`config.mk`:
```
export PLATFORM = sky130hd
export DESIGN_NAME = indexed_list_insert_delete
export DESIGN_NICKNAME = d
export VERILOG_FILES = /design/src/hdl/ild_pkg.sv /design/src/hdl/ild_ram.sv /design/src/hdl/ild_ctrl.sv /design/src/hdl/ild_dp.sv /design/src/hdl/indexed_list_insert_delete.sv
export SDC_FILE = /design/constraint.sdc
export NUM_CORES = 2
export LEC_CHECK = 0
export BUFFER_PORTS_ARGS = -buffer_cell sky130_fd_sc_hd__buf_4
export CORE_MARGIN = 5
export CORE_UTILIZATION = 55
export CTS_BUF_LIST = sky130_fd_sc_hd__clkbuf_4 sky130_fd_sc_hd__clkbuf_8 sky130_fd_sc_hd__clkbuf_16
export CTS_CLUSTER_DIAMETER = 200
export CTS_CLUSTER_SIZE = 40
export DETAILED_ROUTE_END_ITERATION = 7
export PLACE_DENSITY = 0.69
export SLEW_MARGIN = 25
export SYNTH_ARGS = -nofsm -noshare
export SYNTH_HDL_FRONTEND = slang
export SYNTH_SLANG_ARGS = --single-unit
```
`constraint.sdc`:
```
create_clock -name clk -period 9.05 [get_ports clk]
set_clock_uncertainty 0.15 [all_clocks]
set_input_delay 0.905 -clock clk [delete_from_list [all_inputs] [get_ports clk]]
set_output_delay 0.905 -clock clk [all_outputs]
set_load 0.02 [all_outputs]
```
`src/hdl/ild_pkg.sv`:
```
package ild_pkg;

  localparam int CAPACITY_DEF = 64;
  localparam int VAL_W        = 32;
  localparam int POS_W        = 32;
  localparam int OPC_W        = 3;
  localparam int STS_W        = 2;
  localparam int LEN_OUT_W    = 7;

  localparam logic [OPC_W-1:0] OP_GET        = 3'd0;
  localparam logic [OPC_W-1:0] OP_INS_HEAD   = 3'd1;
  localparam logic [OPC_W-1:0] OP_INS_TAIL   = 3'd2;
  localparam logic [OPC_W-1:0] OP_INS_BEFORE = 3'd3;
  localparam logic [OPC_W-1:0] OP_DELETE     = 3'd4;

  localparam logic [STS_W-1:0] ST_DONE    = 2'd0;
  localparam logic [STS_W-1:0] ST_INVALID = 2'd1;
  localparam logic [STS_W-1:0] ST_FULL    = 2'd2;

  typedef struct packed {
    logic [OPC_W-1:0]        opcode;
    logic signed [POS_W-1:0] position;
    logic signed [VAL_W-1:0] item_value;
  } in_item_t;

  typedef struct packed {
    logic signed [VAL_W-1:0] read_value;
    logic [STS_W-1:0]        status;
    logic [LEN_OUT_W-1:0]    length;
  } out_item_t;

  typedef enum logic [3:0] {
    DP_NOP,
    DP_LOAD,
    DP_SETUP_INS,
    DP_SETUP_DEL,
    DP_READ_UP,
    DP_WRITE_UP,
    DP_READ_DN,
    DP_WRITE_DN,
    DP_PUT,
    DP_DROP,
    DP_READ_GET,
    DP_EMIT_GET,
    DP_EMIT_INVALID,
    DP_EMIT_FULL
  } dp_op_t;

  typedef struct packed {
    dp_op_t op;
  } dp_ctl_t;

  typedef struct packed {
    logic get_ok;
    logic ins_go;
    logic ins_full;
    logic del_ok;
    logic up_more;
    logic dn_more;
  } dp_sts_t;

endpackage

```
`src/hdl/ild_ram.sv`:
```
module ild_ram #(
  parameter int WIDTH = 32,
  parameter int DEPTH = 64
) (
  input  logic                     clk,
  input  logic                     we,
  input  logic [$clog2(DEPTH)-1:0] waddr,
  input  logic [WIDTH-1:0]         wdata,
  input  logic                     re,
  input  logic [$clog2(DEPTH)-1:0] raddr,
  output logic [WIDTH-1:0]         rdata
);

  logic [WIDTH-1:0] mem [DEPTH];

  always_ff @(posedge clk) begin
    if (we) begin
      mem[waddr] <= wdata;
    end
    if (re) begin
      rdata <= mem[raddr];
    end
  end

endmodule

```
`src/hdl/ild_ctrl.sv`:
```
module ild_ctrl (
  input  logic             clk,
  input  logic             rst_n,
  input  logic             start,
  output logic             busy,
  input  ild_pkg::dp_sts_t sts,
  output ild_pkg::dp_ctl_t ctl
);

  typedef enum logic [6:0] {
    S_IDLE     = 7'b0000001,
    S_DECODE   = 7'b0000010,
    S_UP_CHK   = 7'b0000100,
    S_UP_WR    = 7'b0001000,
    S_DN_CHK   = 7'b0010000,
    S_DN_WR    = 7'b0100000,
    S_GET_WAIT = 7'b1000000
  } state_t;

  state_t state_r, state_nxt;

  always_ff @(posedge clk) begin
    if (!rst_n) begin
      state_r <= S_IDLE;
    end else begin
      state_r <= state_nxt;
    end
  end

  always_comb begin
    state_nxt = state_r;
    ctl.op    = ild_pkg::DP_NOP;
    case (state_r)
      S_IDLE: begin
        if (start) begin
          ctl.op    = ild_pkg::DP_LOAD;
          state_nxt = S_DECODE;
        end
      end
      S_DECODE: begin
        if (sts.get_ok) begin
          ctl.op    = ild_pkg::DP_READ_GET;
          state_nxt = S_GET_WAIT;
        end else if (sts.ins_go) begin
          ctl.op    = ild_pkg::DP_SETUP_INS;
          state_nxt = S_UP_CHK;
        end else if (sts.del_ok) begin
          ctl.op    = ild_pkg::DP_SETUP_DEL;
          state_nxt = S_DN_CHK;
        end else if (sts.ins_full) begin
          ctl.op    = ild_pkg::DP_EMIT_FULL;
          state_nxt = S_IDLE;
        end else begin
          ctl.op    = ild_pkg::DP_EMIT_INVALID;
          state_nxt = S_IDLE;
        end
      end
      S_UP_CHK: begin
        if (sts.up_more) begin
          ctl.op    = ild_pkg::DP_READ_UP;
          state_nxt = S_UP_WR;
        end else begin
          ctl.op    = ild_pkg::DP_PUT;
          state_nxt = S_IDLE;
        end
      end
      S_UP_WR: begin
        ctl.op    = ild_pkg::DP_WRITE_UP;
        state_nxt = S_UP_CHK;
      end
      S_DN_CHK: begin
        if (sts.dn_more) begin
          ctl.op    = ild_pkg::DP_READ_DN;
          state_nxt = S_DN_WR;
        end else begin
          ctl.op    = ild_pkg::DP_DROP;
          state_nxt = S_IDLE;
        end
      end
      S_DN_WR: begin
        ctl.op    = ild_pkg::DP_WRITE_DN;
        state_nxt = S_DN_CHK;
      end
      S_GET_WAIT: begin
        ctl.op    = ild_pkg::DP_EMIT_GET;
        state_nxt = S_IDLE;
      end
      default: begin
        state_nxt = S_IDLE;
      end
    endcase
  end

  assign busy = (state_r != S_IDLE);

endmodule

```
`src/hdl/ild_dp.sv`:
```
module ild_dp #(
  parameter int CAPACITY = ild_pkg::CAPACITY_DEF
) (
  input  logic                clk,
  input  logic                rst_n,
  input  ild_pkg::in_item_t   in_item,
  input  ild_pkg::dp_ctl_t    ctl,
  output ild_pkg::dp_sts_t    sts,
  output logic                out_valid,
  output ild_pkg::out_item_t  out_item
);

  localparam int AW          = $clog2(CAPACITY);
  localparam int LEN_W       = $clog2(CAPACITY + 1);
  localparam int LEN_OUT_PAD = ild_pkg::LEN_OUT_W;

  ild_pkg::in_item_t  cmd_r;
  ild_pkg::out_item_t out_r, out_nxt;
  logic               out_valid_r, out_valid_nxt;
  logic [LEN_W-1:0]   count_r, count_nxt;
  logic [AW-1:0]      idx_r, idx_nxt;
  logic [AW-1:0]      target_r, target_nxt;

  logic                           ram_we;
  logic [AW-1:0]                  ram_waddr;
  logic [ild_pkg::VAL_W-1:0]      ram_wdata;
  logic                           ram_re;
  logic [AW-1:0]                  ram_raddr;
  logic [ild_pkg::VAL_W-1:0]      ram_rdata;

  logic signed [ild_pkg::POS_W:0] pos_ext;
  logic signed [ild_pkg::POS_W:0] cnt_ext;
  logic                           in_range;
  logic                           is_ins;
  logic                           ins_bad;
  logic                           full;
  logic [AW-1:0]                  ins_target;
  logic [LEN_W+LEN_OUT_PAD-1:0]   len_ext;
  logic [LEN_W:0]                 idx_plus1;

  ild_ram #(
    .WIDTH(ild_pkg::VAL_W),
    .DEPTH(CAPACITY)
  ) u_ram (
    .clk  (clk),
    .we   (ram_we),
    .waddr(ram_waddr),
    .wdata(ram_wdata),
    .re   (ram_re),
    .raddr(ram_raddr),
    .rdata(ram_rdata)
  );

  assign pos_ext  = {cmd_r.position[ild_pkg::POS_W-1], cmd_r.position};
  assign cnt_ext  = signed'((ild_pkg::POS_W + 1)'(count_r));
  assign in_range = !cmd_r.position[ild_pkg::POS_W-1] && (pos_ext < cnt_ext);
  assign full     = (count_r == LEN_W'(CAPACITY));
  assign is_ins   = (cmd_r.opcode == ild_pkg::OP_INS_HEAD) ||
                    (cmd_r.opcode == ild_pkg::OP_INS_TAIL) ||
                    (cmd_r.opcode == ild_pkg::OP_INS_BEFORE);
  assign ins_bad  = (cmd_r.opcode == ild_pkg::OP_INS_BEFORE) && (pos_ext > cnt_ext);

  always_comb begin
    case (cmd_r.opcode)
      ild_pkg::OP_INS_TAIL: begin
        ins_target = AW'(count_r);
      end
      ild_pkg::OP_INS_BEFORE: begin
        if (cmd_r.position <= 0) begin
          ins_target = '0;
        end else begin
          ins_target = cmd_r.position[AW-1:0];
        end
      end
      default: begin
        ins_target = '0;
      end
    endcase
  end

  assign idx_plus1 = (LEN_W + 1)'(idx_r) + (LEN_W + 1)'(1);

  assign sts.get_ok   = (cmd_r.opcode == ild_pkg::OP_GET) && in_range;
  assign sts.del_ok   = (cmd_r.opcode == ild_pkg::OP_DELETE) && in_range;
  assign sts.ins_go   = is_ins && !ins_bad && !full;
  assign sts.ins_full = is_ins && !ins_bad && full;
  assign sts.up_more  = (idx_r > target_r);
  assign sts.dn_more  = (idx_plus1 < (LEN_W + 1)'(count_r));

  always_comb begin
    ram_we        = 1'b0;
    ram_waddr     = idx_r;
    ram_wdata     = ram_rdata;
    ram_re        = 1'b0;
    ram_raddr     = idx_r;
    idx_nxt       = idx_r;
    target_nxt    = target_r;
    count_nxt     = count_r;
    out_valid_nxt = 1'b0;
    out_nxt       = out_r;
    case (ctl.op)
      ild_pkg::DP_SETUP_INS: begin
        idx_nxt    = AW'(count_r);
        target_nxt = ins_target;
      end
      ild_pkg::DP_SETUP_DEL: begin
        idx_nxt = cmd_r.position[AW-1:0];
      end
      ild_pkg::DP_READ_UP: begin
        ram_re    = 1'b1;
        ram_raddr = idx_r - AW'(1);
      end
      ild_pkg::DP_WRITE_UP: begin
        ram_we  = 1'b1;
        idx_nxt = idx_r - AW'(1);
      end
      ild_pkg::DP_READ_DN: begin
        ram_re    = 1'b1;
        ram_raddr = idx_r + AW'(1);
      end
      ild_pkg::DP_WRITE_DN: begin
        ram_we  = 1'b1;
        idx_nxt = idx_r + AW'(1);
      end
      ild_pkg::DP_READ_GET: begin
        ram_re    = 1'b1;
        ram_raddr = cmd_r.position[AW-1:0];
      end
      ild_pkg::DP_PUT: begin
        ram_we             = 1'b1;
        ram_waddr          = target_r;
        ram_wdata          = cmd_r.item_value;
        count_nxt          = count_r + LEN_W'(1);
        out_valid_nxt      = 1'b1;
        out_nxt.read_value = '0;
        out_nxt.status     = ild_pkg::ST_DONE;
      end
      ild_pkg::DP_DROP: begin
        count_nxt          = count_r - LEN_W'(1);
        out_valid_nxt      = 1'b1;
        out_nxt.read_value = '0;
        out_nxt.status     = ild_pkg::ST_DONE;
      end
      ild_pkg::DP_EMIT_GET: begin
        out_valid_nxt      = 1'b1;
        out_nxt.read_value = ram_rdata;
        out_nxt.status     = ild_pkg::ST_DONE;
      end
      ild_pkg::DP_EMIT_INVALID: begin
        out_valid_nxt  = 1'b1;
        out_nxt.status = ild_pkg::ST_INVALID;
        if (cmd_r.opcode == ild_pkg::OP_GET) begin
          out_nxt.read_value = '1;
        end else begin
          out_nxt.read_value = '0;
        end
      end
      ild_pkg::DP_EMIT_FULL: begin
        out_valid_nxt      = 1'b1;
        out_nxt.read_value = '0;
        out_nxt.status     = ild_pkg::ST_FULL;
      end
      default: begin
      end
    endcase
    out_nxt.length = len_ext[ild_pkg::LEN_OUT_W-1:0];
  end

  assign len_ext = {{LEN_OUT_PAD{1'b0}}, count_nxt};

  always_ff @(posedge clk) begin
    if (!rst_n) begin
      count_r     <= '0;
      out_valid_r <= 1'b0;
    end else begin
      count_r     <= count_nxt;
      out_valid_r <= out_valid_nxt;
    end
  end

  always_ff @(posedge clk) begin
    if (ctl.op == ild_pkg::DP_LOAD) begin
      cmd_r <= in_item;
    end
    idx_r    <= idx_nxt;
    target_r <= target_nxt;
    out_r    <= out_nxt;
  end

  assign out_valid = out_valid_r;
  assign out_item  = out_r;

endmodule

```
`src/hdl/indexed_list_insert_delete.sv`:
```
// Bounded ordered list of signed 32-bit values, up to CAPACITY entries, kept in one
// single-port-write RAM. A command is accepted when start is high and busy is low; each
// command gives exactly one result, shown for one cycle with out_valid, which the receiver
// must take as it comes. Entries move one RAM location at a time (a read, then a write back
// one place over), so the command time is set by that shift loop: an insert at index p into
// a list of n entries shifts n - p entries, a delete at index p shifts n - 1 - p, and an
// invalid or full-list command or a get shifts none. A new command may be accepted while the
// previous result is on the output ports.
module indexed_list_insert_delete #(
  parameter int CAPACITY = ild_pkg::CAPACITY_DEF
) (
  input  logic               clk,
  input  logic               rst_n,
  input  logic               start,
  output logic               busy,
  input  ild_pkg::in_item_t  in_item,
  output logic               out_valid,
  output ild_pkg::out_item_t out_item
);

  ild_pkg::dp_ctl_t ctl;
  ild_pkg::dp_sts_t sts;

  ild_ctrl u_ctrl (
    .clk  (clk),
    .rst_n(rst_n),
    .start(start),
    .busy (busy),
    .sts  (sts),
    .ctl  (ctl)
  );

  ild_dp #(
    .CAPACITY(CAPACITY)
  ) u_dp (
    .clk      (clk),
    .rst_n    (rst_n),
    .in_item  (in_item),
    .ctl      (ctl),
    .sts      (sts),
    .out_valid(out_valid),
    .out_item (out_item)
  );

endmodule

```
==> results.md <==
- Status: completed
- Hold WC Path Type: primary input to flip-flop
- Hold endpoint: u_dp.cmd_r[14]
- Worst Path Arrival: a little over 8 ns
- Count of different cell masters after synthesis: 84
- Syn_area_per_cell: 13.7 um2
- Hold slack: approximately 0.13 ns
- Critical Path RT: 9.56 ns
- Final instance area: 95,200 um2
- Number of buffers created by CTS: 61
- Pwr Density: ~170 nW/um2
- Rows: 147
- CTS root buffer: clkbuf_16
- Worst-path clk slew: 0.15 ns
- Synth warnings: 0
- Synth Cell Area: between 80,000 and 90,000 um2
- Max Clock Freq: ~130 MHz
- #FFs+latches synth: around 2,200
- Detailed Route Iter0 Violations: ~9,400
- R2r endpoint: u_dp.u_ram.rdata[3]
- Post-Place Cells: between 8,000 and 9,000
- # resized after CTS: 0
- Total negative slack: 0 ns
- CP Capture Type: flip-flop
- Synth async-reset ratio: 0
- Gpl congestion: slightly above 0.9
- Remaining Overflow, GRT: 0
- Min-Delay Path Depth: 1
- Final HPWL DP: around 150 mm
- EDFF count, synth: about 2,200
- Syn Nets: roughly 6,600
- Setup CP Type: flip-flop to flip-flop
- Final slew viol count: 0
- Post-CTS Hold Buffers: 0
- Post-synth top cells: 2,193 x edfxtp_1, 1,665 x nand2_1, 367 x a211oi_1, 335 x and3_1, 283 x clkbuf_1
- Pleak: approximately 32 nW
- Post-synth top area share: 0.740
- Initial Util: 0.554
- Most area-hungry cell type in the Yosys netlist: edfxtp_1
- DRT Pass-1 Iters: 5
- Fillers: around 12,000
- Placed standard-cell area: about 93,000 um2
- Avg WL per Cell: a little over 30 um
- Final setup vio count: 0
- IO buf count: about 110
- Post-CTS Setup Repair Bufs: 0
- CTS Sinks: between 2,000 and 2,500
- Max_cap viols: 0
- Seq. cell area: 66,300 um2
- Finished Layout Cells: around 8,600
- Clock buffer depth: 3
- First-pass GRT wire length: around 370 mm
- Top-count cell post-synth: edfxtp_1
- Maximum vdd drop: 162 uV
- Vias: 57,200
- Post-Place Setup Slack: 1.52 ns
- Slew HR: 0.197
- CORE AREA: about 160,000 um2
- Die Y-Extent: 412 um
- Fraction of final layout cells sized beyond drive strength 1: 0.0877
- Worst r2r src: u_dp.idx_r[2]
- Top cells by area, synth: edfxtp_1 74%, nand2_1 7.0%, a211oi_1 3.1%
- RSZ-0062 raised after global routing: false
- CTS tree: built
- Largest net degree at the start of global routing: 151
- Die ar.: approximately 170,000 um2
- Vias per inst: ~6.7
- Vias in the first global route: 53,500
- Htree depth: 2
- Multi-input gate area in the final layout: between 20,000 and 25,000 um2
- Routed Antenna Nets: 0
- Global-route usage over all layers: 0.301
- Worst Tran Pin Value: approximately 1.2 ns
- NumNets Final: 6,515
- Hold Path Origin: in_item[14]
- Final Cycle Share: 0.853
- Worst setup margin: roughly 1.3 ns
- Initial antenna violation count: 31
- Overall Power: ~16 mW
- Top_reg_cell synth: edfxtp_1
- Fin util: 0.592
- Tmin final: a little under 8 ns
- Synthesized instance count: ~6,500
- Setup crit start kind: flip-flop
- Total Wirelength: 262 mm
- Area grow syn2layout: 6.97%
- R2R depth: 20
- Die span in x: 412 um
- Clock Latency Late Sink: ~0.79 ns
- Drt drc: 0
- Final hold vios: 0
- Register area share after synthesis: 0.745
- R2R setup slack: roughly 1.3 ns
- Crit Path Max Fanout: 78
- I/O pin count: between 100 and 150
[state kept, by name (all words and copies together) (netlist names)]
register          cells
u_dp.u_ram.rdata     32
u_dp.idx_r            6
u_dp.target_r         6
u_dp.out_valid        1
u_dp.count_r          7
u_dp.out_item        41
u_dp.cmd_r           67
u_dp.u_ram.mem     2048
u_ctrl.state_r        7
[kinds of logic after synthesis]
| kind of cell | after synthesis | synth area share |
|---|---|---|
| AND/OR/NAND/NOR | 2431 | 0.120 |
| flip-flops | 2215 | 0.745 |
| adder cells (fa/ha/maj) | 28 | 0.00402 |
| AO/OA/AOI/OAI | 1259 | 0.103 |
| buffers and inverters | 495 | 0.0229 |
| XOR/XNOR | 16 | 0.00157 |
| multiplexers | 34 | 0.00401 |
[how the worst max path moves through the flow]
stage          cells past startpoint  slack (ns)          start                   end
3_5_place_dp                      19        1.52  u_dp.idx_r[2]  u_dp.u_ram.rdata[11]
6_report                          20        1.33  u_dp.idx_r[2]   u_dp.u_ram.rdata[3]
5_1_grt                           20        1.11  u_dp.idx_r[2]   u_dp.u_ram.rdata[3]
4_1_cts                           19        1.49  u_dp.idx_r[2]  u_dp.u_ram.rdata[11]
2_1_floorplan                     19        2.37  u_dp.idx_r[0]   u_dp.u_ram.rdata[7]
3_3_place_gp                      19        1.61  u_dp.idx_r[2]  u_dp.u_ram.rdata[11]
[critical path, cell delays in order (launching register included)]
cell and delay [ns]:
edfxtp_1 0.71, nand3_1 0.27, nor2_1 0.17, xnor2_1 0.18, inv_1 0.08, ha_1 0.29
and3_1 0.21, a221oi_2 0.43, o21ai_1 0.19, a2111o_1 0.49, or3_4 0.40, nor3_4 0.45
a211o_4 0.87, buf_12 0.32, buf_12 0.35, buf_4 0.27, a211oi_1 0.07, a31oi_1 0.19
a21oi_1 0.10, a32oi_1 0.91, and4_1 0.31
[layout make-up]
class,count,share of cell area
Antenna cell,17,0.000447
Clock buffer,73,0.0172
Clock inverter,2,0.000486
Inverter,28,0.00110
Multi-Input combinational cell,3768,0.225
Sequential cell,2215,0.696
Tap cell,2160,0.0284
Timing Repair Buffer,343,0.0315
[report_power, final]
group          internal [mW]  switching, mW
sequential              11.1         0.0223
clock                   1.30           2.83
combinational          0.139          0.297
[routing by layer]
metal | global-route usage | wire length (um) | vias to the layer above
li1 | - | - | 24500
met1 | 0.414 | 96900 | 28700
met2 | 0.462 | 119000 | 3528
met3 | 0.0695 | 32000 | 523
met4 | 0.138 | 14100 | 8
met5 | 0 | 57 | -
[layout by cell type, fill, tap and decap left out, types with 69 or more instances in the layout]
cell / count
and3_1: 335
a32oi_1: 84
a311oi_1: 152
a211oi_1: 365
buf_4: 306
a31oi_1: 176
nand2_1: 1631
edfxtp_1: 2193
o211ai_1: 162
nand3_1: 218
a21oi_1: 154
nor2_4: 69
Power figures use the tool's default switching activity.
